===== src/rtl/bcca_pkg.sv =====
// Shared types and constants for the bit column count / argmax unit.
// Used by bcca_lane, bcca_merge and bit_column_count_argmax_unit; no dependencies.
package bcca_pkg;

  localparam int SIDE        = 8;
  localparam int COUNT_WIDTH = 32;
  localparam int NELEM       = SIDE * SIDE;
  localparam int VEC_WIDTH   = 64;
  localparam int INDEX_WIDTH = 6;

  // One lane per row of SIDE elements.
  localparam int NLANES      = SIDE;
  localparam int LANE_ELEMS  = SIDE;
  localparam int LANE_IDX_W  = $clog2(LANE_ELEMS);
  localparam int MERGE_IDX_W = $clog2(NLANES);

  localparam logic [COUNT_WIDTH-1:0] COUNT_MAX = '1;

  typedef enum logic [1:0] {
    OP_ADD   = 2'd0,
    OP_SUB   = 2'd1,
    OP_QUERY = 2'd2,
    OP_NONE  = 2'd3
  } opcode_t;

  typedef enum logic [1:0] {
    ST_IDLE,
    ST_LANE,
    ST_MERGE
  } state_t;

  typedef struct packed {
    logic add;
    logic sub;
    logic query;
  } lane_ctrl_t;

  typedef struct packed {
    logic [COUNT_WIDTH-1:0] val;
    logic [LANE_IDX_W-1:0]  idx;
  } lane_best_t;

endpackage


===== src/rtl/bcca_lane.sv =====
// One lane: the saturating counters of one row of elements and the local argmax tree.
// Depends on bcca_pkg.
module bcca_lane (
  input  logic                                clk,
  input  logic                                rst,
  input  bcca_pkg::lane_ctrl_t                ctrl,
  input  logic [bcca_pkg::LANE_ELEMS-1:0]     vec,
  input  logic [bcca_pkg::LANE_ELEMS-1:0]     excl,
  output bcca_pkg::lane_best_t                best
);

  localparam int TREE_N = 1 << bcca_pkg::LANE_IDX_W;

  logic [bcca_pkg::COUNT_WIDTH-1:0] counts [bcca_pkg::LANE_ELEMS];

  logic [bcca_pkg::COUNT_WIDTH-1:0] tv [0:bcca_pkg::LANE_IDX_W][0:TREE_N-1];
  logic [bcca_pkg::LANE_IDX_W-1:0]  ti [0:bcca_pkg::LANE_IDX_W][0:TREE_N-1];

  always_ff @(posedge clk) begin
    if (rst) begin
      for (int k = 0; k < bcca_pkg::LANE_ELEMS; k++) begin
        counts[k] <= '0;
      end
    end else begin
      for (int k = 0; k < bcca_pkg::LANE_ELEMS; k++) begin
        if (ctrl.add && vec[k] && counts[k] != bcca_pkg::COUNT_MAX) begin
          counts[k] <= counts[k] + 1'b1;
        end else if (ctrl.sub && vec[k] && counts[k] != '0) begin
          counts[k] <= counts[k] - 1'b1;
        end
      end
    end
  end

  // Excluded elements enter the tree as zero; the upper one of a pair wins only
  // when strictly larger, so ties go to the lower element.
  always_comb begin
    for (int l = 0; l <= bcca_pkg::LANE_IDX_W; l++) begin
      for (int n = 0; n < TREE_N; n++) begin
        tv[l][n] = '0;
        ti[l][n] = '0;
      end
    end
    for (int k = 0; k < bcca_pkg::LANE_ELEMS; k++) begin
      tv[0][k] = excl[k] ? '0 : counts[k];
      ti[0][k] = bcca_pkg::LANE_IDX_W'(k);
    end
    for (int l = 1; l <= bcca_pkg::LANE_IDX_W; l++) begin
      for (int n = 0; n < (TREE_N >> l); n++) begin
        if (tv[l-1][2*n+1] > tv[l-1][2*n]) begin
          tv[l][n] = tv[l-1][2*n+1];
          ti[l][n] = ti[l-1][2*n+1];
        end else begin
          tv[l][n] = tv[l-1][2*n];
          ti[l][n] = ti[l-1][2*n];
        end
      end
    end
  end

  always_ff @(posedge clk) begin
    if (ctrl.query) begin
      best.val <= tv[bcca_pkg::LANE_IDX_W][0];
      best.idx <= ti[bcca_pkg::LANE_IDX_W][0];
    end
  end

endmodule


===== config.mk =====
export PLATFORM = sky130hd
export DESIGN_NAME = bcca_lane
export DESIGN_NICKNAME = d
export VERILOG_FILES = /design/src/rtl/bcca_pkg.sv /design/src/rtl/bcca_lane.sv
export SDC_FILE = /design/constraint.sdc
export NUM_CORES = 2
export LEC_CHECK = 0
export ABC_CLOCK_PERIOD_IN_PS = 11440
export BUFFER_PORTS_ARGS = -buffer_cell sky130_fd_sc_hd__buf_2
export CORE_MARGIN = 10
export CORE_UTILIZATION = 45
export CTS_BUF_LIST = sky130_fd_sc_hd__clkbuf_4
export CTS_CLUSTER_DIAMETER = 120
export DETAILED_ROUTE_END_ITERATION = 7
export GPL_TIMING_DRIVEN = 0
export SLEW_MARGIN = 20
export SYNTH_ARGS = -nofsm -noshare
export SYNTH_HDL_FRONTEND = slang
export SYNTH_SLANG_ARGS = --single-unit
export TNS_END_PERCENT = 20

===== constraint.sdc =====
create_clock -name clk -period 11.44 [get_ports clk]
set_input_delay 1.144 -clock clk [delete_from_list [all_inputs] [get_ports clk]]
set_output_delay 1.144 -clock clk [all_outputs]
set_load 0.01 [all_outputs]

## Word level (Yosys, flattened, before mapping)

Memory sizes are Yosys's and may differ from the RTL's.
Index checks and enable logic that the tools add are counted.

- Order comparisons: 7
- Reduce and logical (&&, ||, !) cells: 40
- Eq/ne operators: 8
- Multiplexer cells: 96
- Bitwise gates (word level): 16
- $add $sub $neg: 16

Operators with widths:

| cell | count |
|---|---|
| 2-to-1 mux 32 bit | 31 |
| adder 32 x 1 -> 32 bit, second input constant | 8 |
| != test 32 bit, second input constant | 8 |
| nonzero test 32 bit | 8 |
| subtractor 32 x 1 -> 32 bit, second input constant | 8 |
| greater-than comparator 32 bit | 7 |
| 2-to-1 mux 1 bit | 62 |
| logical AND 1 bit | 32 |
| bitwise OR 1 bit | 16 |
| 2-to-1 mux 3 bit | 3 |

- Output and inout bits: 35
- Register bits: 35
- Memory bits (writable): 256
- Memories: 1

Memories:

| name | words | width | read ports | clocked after Yosys merged registers in | wr ports | RTL line | RTL |
|---|---|---|---|---|---|---|---|
| counts | 8 | 32 | 8 | 0 | 8 | bcca_lane.sv:14 | `logic [bcca_pkg::COUNT_WIDTH-1:0] counts [bcca_pkg::LANE_ELEMS];` |

## Longest topological paths before layout

An unclocked memory read counts as a cell.

- Word-level depth: 8
- Mapped depth: 43

## Least setup slack after synthesis

Ideal clock, no wire load.

- Path kind: input port to flip-flop
- Start: input excl[5] in the netlist's numbering
- End: register best[15] in the netlist's numbering (data pin)
- Path slack: 3061 ps
- Stages: 36
- Arrival: 8101 ps
- Buffers on the path: 7
- Required time: 11161 ps
- Path through: clkbuf_1 nand2b_1 inv_1 ha_1 nand4_1 nor2_1 nand2_1 or3_1 nor4_1 a21o_1 clkbuf_1 buf_2 mux2i_1 inv_1 ha_1 nand4_1 nor4_1 o211ai_1 o21ai_0 clkbuf_1 clkbuf_1 mux2i_1 inv_1 ha_1 nand4_1 nor2_1 nand3_1 nor3_1 nand3_1 o22ai_1 a211oi_1 nor3_1 o22a_1 buf_2 clkbuf_1 mux2i_1

RTL lines:

| element | RTL line | RTL |
|---|---|---|
| from (decl) | bcca_lane.sv:8 | `input logic [bcca_pkg::LANE_ELEMS-1:0] excl,` |
| to (decl) | bcca_lane.sv:9 | `output bcca_pkg::lane_best_t best` |

==> impl_metrics.toml <==
[worst_setup_path]
crit_type = "input port to flip-flop"
r2r_cells = 36
critPathSlowestCell = "buf_1"
crit_arrival_ns = 10.54
max_stage_delay_ns = 0.69
crit_fanout = 10
crit_top_cell = "clkbuf_1"
end_kind = "flip-flop"
required_ns = 12.09
cp-start-kind = "input port"

[floorplan]
ioPinCount = 56
dieArea_sq_um = 81000
start_util_pct = 45.70
rows = 96
fp.dieW_um = 284.6
core-area_sq_um = 68950
die_height_um = 284.6

[placement]
gp_congestion = 0.9626
port_buffers = 55
hpwl_mm = 73.12
dp_cells = 4651
place_area_sq_um = 33330

[detailed_routing]
vias = 27626
vias_per_cell = 5.742
drt_iter0_markers = 1947
wl_met1_mm = 43.00
dr_wl_met3_mm = 5.208
routed.top_layer = "met5"
wirelength_mm = 92.45
met2_length_mm = 41.43
postRouteAntennaNets = 0
drt-wirelength-per-cell_um = 19.22
first_pass_iters = 5
remaining_drc_errors = 0

[sta]
hold_viol = 0
tightest_slew_ns = 0.9661
period_needed_ns = 9.894
fin_setup_tns_ns = 0
fin_skew_ns = 0.06146
finalMaxSlewViolations = 0
max-slew-margin-rel_pct = 35.60
timing.hold.ws_ns = 0.6760
setup_viol = 0
finalCritPeriodShare_pct = 86.48
rsz0062_at_grt = "no"
max_freq_mhz = 101.1

[logic_synthesis]
yosysSeqAreaShare_pct = 27.73
syn_nets = 4112
synth_flop_cell = "edfxtp_1"
ys_warn_count = 0
synth_edf_count = 291
yosysUniqueCellTypes = 90
synthArstFlopShare_pct = 0
yosysTopAreaCellShare_pct = 27.73
synth.largest_area_cell = "edfxtp_1"
ys_seq_elements = 291
syn_avg_cell_area_sq_um = 8.632
postSynthCellCount = 3650
yosys-top-cells-area = "edfxtp_1 28%, ha_1 17%, mux2i_1 5.1%"
synth_area_sq_um = 31510

[clocking]
cts_made_buffers = 92
postCtsHoldBufs = 0
h-tree-depth = 3
cts_tree = "done"
clockRootBuffer = "clkbuf_4"
cts_sinks = 291
max-clock-path-buffers = 3
clock_latency_ns = 0.88
clk_pin_slew_ns = 0.06
cts_setup_buffers = 0
cts_resized = 0

[global_routing]
grt_max_degree = 36
grt_overflow = 0
grt_first_pass_wirelength_mm = 144.2
grt_usage_pct = 22.07
grt_pass1_vias = 26184
antenna_found_initial = 3

[finish]
final_cells = 4811
postLayoutCellArea_sq_um = 34500
finish.utilization_pct = 50.04
final_common_cell = "ha_1"
layout_common_cells = "434 x ha_1, 340 x nor2_1, 291 x edfxtp_1"
fin_nets = 4276
drive_gt1_share_pct = 7.248
area_growth_pct = 9.499
fillers = 6762

[power_and_ir_drop]
p_clk_share_pct = 23.7
p_leak_nw = 15.41
seq_power_share_pct = 33.3
swShare_pct = 40.60
p_sw_mw = 1.894
peakVddDrop_mv = 0.09247
p_int_mw = 2.772
combPwrFrac_pct = 43.0
power.density_nw_per_um2 = 135.2

[job]
max_cap_viol_count = 0

[worst_hold_path]
holdPathStages = 1
hp-class = "flip-flop to flip-flop"

[run_status]
status = "complete, no violations"
-- flip-flops by register name, indices dropped and copies added (netlist names) --
signal / cells
best: 35
counts: 256
-- Yosys cell counts, types with 19 or more instances --
master and number:
a211oi_1 34, a21o_1 140, a21oi_1 241, a31oi_1 27
clkbuf_1 82, edfxtp_1 291, ha_1 434, inv_1 234
mux2i_1 162, nand2_1 221, nand2b_1 230, nand3_1 58
nand4_1 128, nor2_1 345, nor2b_1 114, nor3_1 61
nor4_1 88, o21a_1 48, o21ai_0 194, o21bai_1 19
or3_1 23, xnor2_1 93, xor2_1 86
-- per-layer routing --
metal | global-route usage, % | vias up
li1 | - | 13911
met1 | 29.62 | 12923
met5 | 0 | -
met2 | 35.60 | 633
met3 | 3.622 | 157
met4 | 7.157 | 2
-- power by group through the flow --
stage	registers (mW)	clock network, mW	logic (mW)
after floorplan	1.51	0	1.43
after global placement	1.58	0	1.95
after detailed placement	1.58	0	1.98
after CTS	1.55	1.14	1.99
after global routing	1.57	1.19	2.21
final	1.56	1.11	2.01
-- final timing paths --
check	slack [ns]	start	end
worst min-delay path	0.68	counts[0][0]$_SDFFCE_PN0P_	counts[0][0]$_SDFFCE_PN0P_
worst max register to register	1.77	counts[1][57]$_DFFE_PP_	best[16]$_DFFE_PP_
worst max-delay path	1.55	excl[5]	best[16]$_DFFE_PP_
worst min register to register	0.68	counts[0][0]$_SDFFCE_PN0P_	counts[0][0]$_SDFFCE_PN0P_
-- critical path: cells and delay by family --
kind            cells  cell delay [ns]
compound gates      6             0.88
simple gates       14             3.06
buf+inv            11             3.27
mux                 3             1.27
fa+ha+maj           3             0.90
-- metrics by stage --
stage          total power, mW  worst slack, ns
2_1_floorplan            2.944            3.061
3_3_place_gp             3.530           0.8049
3_5_place_dp             3.553           0.7355
4_1_cts                  4.679            1.697
5_1_grt                  4.970           0.8907
6_report                 4.666            1.546
-- logic make-up (layout without fill, tap and decap cells) --
| group | count (synthesis) | count (layout) | share of synthesized area [%] |
|---|---|---|---|
| AND/OR/NAND/NOR | 1354 | 1354 | 22.27 |
| AO/OA/AOI/OAI | 881 | 881 | 17.87 |
| adder cells (fa/ha/maj) | 442 | 442 | 17.72 |
| buffers and inverters | 339 | 566 | 4.193 |
| flip-flops | 291 | 291 | 27.73 |
| XOR/XNOR | 179 | 179 | 4.976 |
| multiplexers | 164 | 164 | 5.226 |
| other | 0 | 3 | 0 |
-- cell type report --
type,count,area [sq um],area share [%]
multi-input cells,3020,21520,62.37
clock buffers,128,960.9,2.785
repair buffers,70,589.3,1.708
clock inverters,29,197.7,0.5730
diodes,3,7.507,0.02176
well taps,931,1165,3.376
plain buffers,104,440.4,1.277
inverters,235,882.1,2.557
flip-flops and latches,291,8738,25.33
Note: power is estimated with default switching activity, not from simulation.
