## config.mk

```make
export PLATFORM = sky130hd
export DESIGN_NAME = bcca_merge
export DESIGN_NICKNAME = d
export VERILOG_FILES = /design/src/rtl/bcca_pkg.sv /design/src/rtl/bcca_merge.sv
export SDC_FILE = /design/constraint.sdc
export NUM_CORES = 1
export LEC_CHECK = 0
export ABC_CLOCK_PERIOD_IN_PS = 25700
export BUFFER_PORTS_ARGS = -buffer_cell sky130_fd_sc_hd__buf_2
export CORE_MARGIN = 2
export CORE_UTILIZATION = 30
export CTS_CLUSTER_SIZE = 8
export DETAILED_ROUTE_END_ITERATION = 10
export HOLD_SLACK_MARGIN = 0.06
export PLACE_DENSITY = 0.57
export SYNTH_ARGS = -nofsm -noshare
export SYNTH_HDL_FRONTEND = slang
export SYNTH_SLANG_ARGS = --single-unit
```

## constraint.sdc

```tcl
create_clock -name clk -period 25.7 [get_ports clk]
set_input_delay 2.57 -clock clk [delete_from_list [all_inputs] [get_ports clk]]
set_output_delay 2.57 -clock clk [all_outputs]
set_load 0.01 [all_outputs]
```

## src/rtl/bcca_pkg.sv

```systemverilog
// Shared types and constants for the bit column count / argmax unit.
// Used by bcca_lane, bcca_merge and bit_column_count_argmax_unit; no dependencies.
package bcca_pkg;

  localparam int SIDE        = 8;
  localparam int COUNT_WIDTH = 32;
  localparam int NELEM       = SIDE * SIDE;
  localparam int VEC_WIDTH   = 64;
  localparam int INDEX_WIDTH = 6;

  // One lane per row of SIDE elements.
  localparam int NLANES      = SIDE;
  localparam int LANE_ELEMS  = SIDE;
  localparam int LANE_IDX_W  = $clog2(LANE_ELEMS);
  localparam int MERGE_IDX_W = $clog2(NLANES);

  localparam logic [COUNT_WIDTH-1:0] COUNT_MAX = '1;

  typedef enum logic [1:0] {
    OP_ADD   = 2'd0,
    OP_SUB   = 2'd1,
    OP_QUERY = 2'd2,
    OP_NONE  = 2'd3
  } opcode_t;

  typedef enum logic [1:0] {
    ST_IDLE,
    ST_LANE,
    ST_MERGE
  } state_t;

  typedef struct packed {
    logic add;
    logic sub;
    logic query;
  } lane_ctrl_t;

  typedef struct packed {
    logic [COUNT_WIDTH-1:0] val;
    logic [LANE_IDX_W-1:0]  idx;
  } lane_best_t;

endpackage

```

## src/rtl/bcca_merge.sv

```systemverilog
// Merge stage: picks the heaviest of the lane winners and registers the result.
// Depends on bcca_pkg.
module bcca_merge (
  input  logic                                clk,
  input  logic                                rst,
  input  logic                                go,
  input  bcca_pkg::lane_best_t                lane_best [bcca_pkg::NLANES],
  output logic                                done,
  output logic [bcca_pkg::INDEX_WIDTH-1:0]    heaviest_index,
  output logic                                found
);

  localparam int MTREE_N = 1 << bcca_pkg::MERGE_IDX_W;

  logic [bcca_pkg::COUNT_WIDTH-1:0] mv [0:bcca_pkg::MERGE_IDX_W][0:MTREE_N-1];
  logic [bcca_pkg::INDEX_WIDTH-1:0] mi [0:bcca_pkg::MERGE_IDX_W][0:MTREE_N-1];
  logic [bcca_pkg::COUNT_WIDTH-1:0] top_val;
  logic [bcca_pkg::INDEX_WIDTH-1:0] top_idx;

  always_comb begin
    for (int l = 0; l <= bcca_pkg::MERGE_IDX_W; l++) begin
      for (int n = 0; n < MTREE_N; n++) begin
        mv[l][n] = '0;
        mi[l][n] = '0;
      end
    end
    // Element number is lane * SIDE + local index.
    for (int n = 0; n < bcca_pkg::NLANES; n++) begin
      mv[0][n] = lane_best[n].val;
      mi[0][n] = bcca_pkg::INDEX_WIDTH'(n * bcca_pkg::LANE_ELEMS)
               + bcca_pkg::INDEX_WIDTH'(lane_best[n].idx);
    end
    for (int l = 1; l <= bcca_pkg::MERGE_IDX_W; l++) begin
      for (int n = 0; n < (MTREE_N >> l); n++) begin
        if (mv[l-1][2*n+1] > mv[l-1][2*n]) begin
          mv[l][n] = mv[l-1][2*n+1];
          mi[l][n] = mi[l-1][2*n+1];
        end else begin
          mv[l][n] = mv[l-1][2*n];
          mi[l][n] = mi[l-1][2*n];
        end
      end
    end
    top_val = mv[bcca_pkg::MERGE_IDX_W][0];
    top_idx = mi[bcca_pkg::MERGE_IDX_W][0];
  end

  always_ff @(posedge clk) begin
    if (rst) begin
      done <= 1'b0;
    end else begin
      done <= go;
    end
  end

  always_ff @(posedge clk) begin
    if (go) begin
      found          <= (top_val != '0);
      heaviest_index <= (top_val != '0) ? top_idx : '0;
    end
  end

endmodule
```

* Yosys cells after proc, flatten, opt, wreduce, memory -nomap -nowiden *
Cells that the tools add are included.
Widths: inputs -> output; s select.

storage, ports and cells
  memory bits (writable) = 0
  bits of input ports = 283
  memory bits (read-only) = 0
  bits in registers = 8
  bits in latches = 0
  logic and storage cells = 32
  memories kept = 0
  output and inout port bits = 8

cells by class
  shift-type cells = 0
  $lt $le $gt $ge = 7
  add/subtract/negate cells = 7
  multiply operators = 0
  divide/modulo/power cells = 0
  equality and inequality tests = 0
  muxes and demuxes = 14
  bitwise operators = 0
  reductions and logical operators = 1

operators with widths
  operator             count
  $gt 32x32->1         7
  $mux 32              7
  $mux 6               6
  $reduce_bool 32->1   1
  $add 5x3->6 const A  2
  $add 6x3->6 const A  2
  $add 5x4->6 const A  1
  $add 4x3->5 const A  1
  $add 4x4->5 const A  1
  $mux 5               1

* Longest topological paths before layout *
  depth after elaboration = 7
  gate-level depth with buffers = 34
  depth with buffers taken out = 29

* Worst setup path before layout *
Ideal clock, no wire load.

  path type = input -> register
  from = input port lane_best[179] (netlist bit)
  to = register heaviest_index[0] (netlist bit) (data pin)
  data required time = 25.408 ns
  stages on the path = 33
  buffers on the path = 6
  setup slack = 15.848 ns
  library setup time = 0.292 ns
  data arrival time = 9.560 ns
  path through = inv_1 -> ha_1 -> nor2b_1 -> o211ai_1 -> a2111oi_0 -> or4b_4 -> a22oi_4 -> buf_6 -> buf_6 -> clkbuf_1 -> mux2_2 -> ha_1 -> a21oi_1 -> o21a_1 -> a21oi_1 -> o31ai_1 -> a31oi_1 -> o21ai_1 -> clkbuf_1 -> clkbuf_1 -> buf_1 -> nand2_1 -> o21ai_0 -> ha_1 -> a211oi_1 -> nor2_1 -> a2111oi_0 -> o21ai_0 -> o22a_1 -> o21ai_0 -> nand2_1 -> nor4_1 -> a2111oi_0

between the ends
  cells in the longest elaborated chain, start to end = 7
  elaborated cells between the ends (all ways) = 10
  those cells by class = order compare: 3; mux: 6; reduce/logical: 1

RTL lines
  what                  RTL line          RTL
  start, declared       bcca_merge.sv:7   input bcca_pkg::lane_best_t lane_best [bcca_pkg::NLANES],
  $gt 32x32->1          bcca_merge.sv:35  if (mv[l-1][2*n+1] > mv[l-1][2*n]) begin
  $mux 32               bcca_merge.sv:35
  $gt 32x32->1          bcca_merge.sv:35
  $mux 32               bcca_merge.sv:35
  $gt 32x32->1          bcca_merge.sv:35
  $mux 32               bcca_merge.sv:35
  $reduce_bool 32->1    bcca_merge.sv:59  heaviest_index <= (top_val != '0) ? top_idx : '0;
  end signal, assigned  bcca_merge.sv:59
  end, declared         bcca_merge.sv:9   output logic [bcca_pkg::INDEX_WIDTH-1:0] heaviest_index,

Parallel ways exist; a longest one is shown, timed or not.
A chain may end at the register's enable or synchronous reset.

* Worst setup path in the final report *
  from = input port lane_best[208] (netlist bit)
  to = register heaviest_index[0] (netlist bit) (data pin)

Same word-level chain as after synthesis.

==> key figures <==
Run
  – MaxCap Viol Count: 0

Placed design
  – Dpl cell area: 10500 um2
  – Post-Place Cells: 1793
  – Port bufs: 290
  – GP Congestion: just over 0.9
  – Detailed Place HPWL: 30000 um

GRT
  – Initial antenna violation count: 2
  – First-pass GRT wire length: 50400 um
  – Gr usage total: 21.0%
  – Vias in the first global route: 9387
  – Largest net degree at the start of global routing: 44
  – GRT overflow: 0

Clock network
  – CTS tree: done
  – H-tree levels: 1
  – # clock sinks: 8
  – Post CTS Setup Buffer Count: 0
  – # resized after CTS: 0
  – Clock buffer depth: 2
  – Clock-pin slew on the worst setup and hold paths: 40 ps
  – CTS root buf: clkbuf_16
  – Post-CTS Hold Buffers: 0
  – CTS Buf Count: 3

Floorplan
  – Starting density of the core: 30.3%
  – Die width: roughly 170 um
  – DIE HEIGHT: about 170 um
  – Total core area: between 20000 and 30000 um2
  – Die Area: slightly above 30000 um2
  – FP Rows: 62
  – IO Count: a little under 300

Routing
  – Via Count: 9650
  – Drt pass-1 iters: 6
  – ANT nets after route: 0
  – Wire per inst: 18.4 um
  – Post-route DRC: 0
  – Drt via density: between 5 and 6
  – Final WL: 33100 um
  – DR iter-0 viols: ~620

Yosys
  – Asr flop ratio synth: 0%
  – Seq cells post-synth: 8
  – Synth warn: 0
  – Post-Syn Instances: between 1000 and 1500
  – Sequential area share after synthesis: 2.66%
  – Primary FF master, synth: edfxtp_1
  – EDFF count, synth: 7
  – Post-Syn Nets: 1651
  – Synth area leader: ha_1
  – Avg Inst Size Synth: 7.57 um2
  – Post-synthesis cell area: a little under 9000 um2
  – Distinct cells, synth: 65
  – Top-area cell type share of the netlist area: 32.4%
  – Synth top area cells: ha_1 32%, mux2i_1 9.2%, mux2_2 8.5%

STA
  – Unrepaired setup endpoints after global routing: false
  – Slew headroom: between 40% and 50%
  – Min Clock Period, post-route: 10820 ps
  – Highest clock rate: 92.4 MHz
  – Setup TNS Final: 0 ps
  – Fin. max-slew vios: 0
  – Final hold vios: 0
  – Final hold slack: 2490 ps
  – Final setup viols: 0
  – Worst-margin pin slew: 890 ps
  – Fin crit share: 42.1%

Worst setup path
  – CP max FO: slightly above 40
  – Worst Setup SP: lane_best[208]
  – CP max stage cell: nor4_1
  – Startpoint types: primary input
  – Worst path max stage delay: 760 ps
  – WS Path Type: primary input to flop
  – Required time of the critical path: 25620 ps
  – CP Capture Point: heaviest_index[0]
  – Crit end category: flop
  – Critical path arrival: ~11000 ps

Final layout
  – Syn-to-layout area delta: 22.1%
  – Layout cells sized above 1: a little over a quarter
  – Area of the multi-input gates: 7760 um2
  – Sequential Area: 230 um2
  – Post-Layout Cell Count: 1797
  – Fill count: roughly 3200
  – Nets: a little under 2000
  – # diodes: 0
  – Design area: 10600 um2

Power
  – PD cells: about 37 nW/um2
  – Max VDD drop: 18.4 uV
  – Clk network pwr share: 7.0%
  – Internal: 0.179 mW
  – Switching Fraction: a little over half
  – Seq pwr share: 6.0%
  – Tot Pwr: 0.387 mW
  – Comb pwr share: 86.9%
  – Switch Pwr: ~0.21 mW
  – Leakage: 5.58 nW

Outcome
  – Status: finished clean

Min path
  – Hold WC Path Type: primary input to flop
  – Hold Crit Start: rst
==> cell usage in the layout (no fill, tap or decap), types with 9 or more instances in the layout <==
cell	netlist	routed
nor4_1	50	50
mux2i_1	80	80
mux2_2	65	65
a21o_1	12	12
buf_2	10	290
inv_1	138	138
ha_1	224	224
nor3_1	9	9
nand4_1	59	59
nand3_1	30	30
nand2_1	81	81
nor2_1	64	64
a21oi_1	115	115
nor2b_1	11	11
o21ai_0	59	58
a211oi_1	19	19
a2111oi_0	10	10
==> worst min path at each step <==
stage | depth (start not counted) | slack (ps) | end
2_1_floorplan | 1 | 2640 | done
3_3_place_gp | 2 | 2720 | done
3_5_place_dp | 2 | 2730 | done
4_1_cts | 2 | 2490 | done
5_1_grt | 2 | 2510 | done
6_report | 2 | 2490 | done
==> sequential cells by signal (all words and copies together), names as in the netlist <==
register / flops
found: 1
heaviest_index: 6
done: 1
==> worst max-delay path: cells and delay by family <==
family                   cells  cell delay, ps
AO/OA/AOI/OAI               12            3500
adder cells (fa/ha/maj)      3             910
buffers and inverters        4            1060
multiplexers                 2             810
AND/OR/NAND/NOR              7            1870
==> through the flow <==
stage               utilization [%]  setup WS [ps]
floorplan                         -          15850
global placement               36.8          14920
detailed placement             36.8          14730
CTS                            37.0          14950
global route                   37.0          13910
finish                         37.0          14880
==> metal layers <==
layer | share of wire [%] | wire (um) | GRT usage [%] | vias to the layer above
met1 | 45 | 14800 | 27.7 | 4402
met5 | 0.067 | 22 | 0 | -
met3 | 6.4 | 2110 | 2.14 | 36
li1 | - | - | - | 4875
met2 | 47 | 15400 | 36.8 | 333
met4 | 2.1 | 699 | 4.45 | 4
==> final cells by class <==
cell class	instances	area share, %
timing repair buffer	298	14.3
multi-input combinational	965	73.3
tap	384	4.54
inverter	138	4.90
sequential	8	2.18
clock buffer	4	0.745
==> cell usage after synthesis (8+ instances only) <==
cell type	n
nor2b_1	11
a21oi_1	115
nor2_1	64
mux2i_1	80
nor4_1	50
nand4_1	59
nor3_1	9
mux2_2	65
buf_2	10
o211ai_1	8
nand3_1	30
nand2_1	81
a2111oi_0	10
a211oi_1	19
ha_1	224
clkbuf_1	17
a21o_1	12
o21ai_0	59
inv_1	138
==> cell families after synthesis <==
logic type                 count (synthesis)  share of synthesized area [%]
adders and majority gates                224                           32.4
DFF                                        8                           2.66
buffers and inverters                    171                           7.99
muxes                                    146                           17.9
and+or+nand+nor                          329                           19.9
AOI/OAI and AO/OA                        266                           19.3
==> power by group through the flow <==
stage	clock [mW]	sequential, mW	combinational (mW)
finish	0.0273	0.0234	0.337
global route	0.0284	0.0241	0.380
CTS	0.0278	0.0237	0.336
detailed placement	0	0.0238	0.334
global placement	0	0.0238	0.328
floorplan	0	0.0257	0.221
Note: power is estimated with default switching activity, not from simulation.
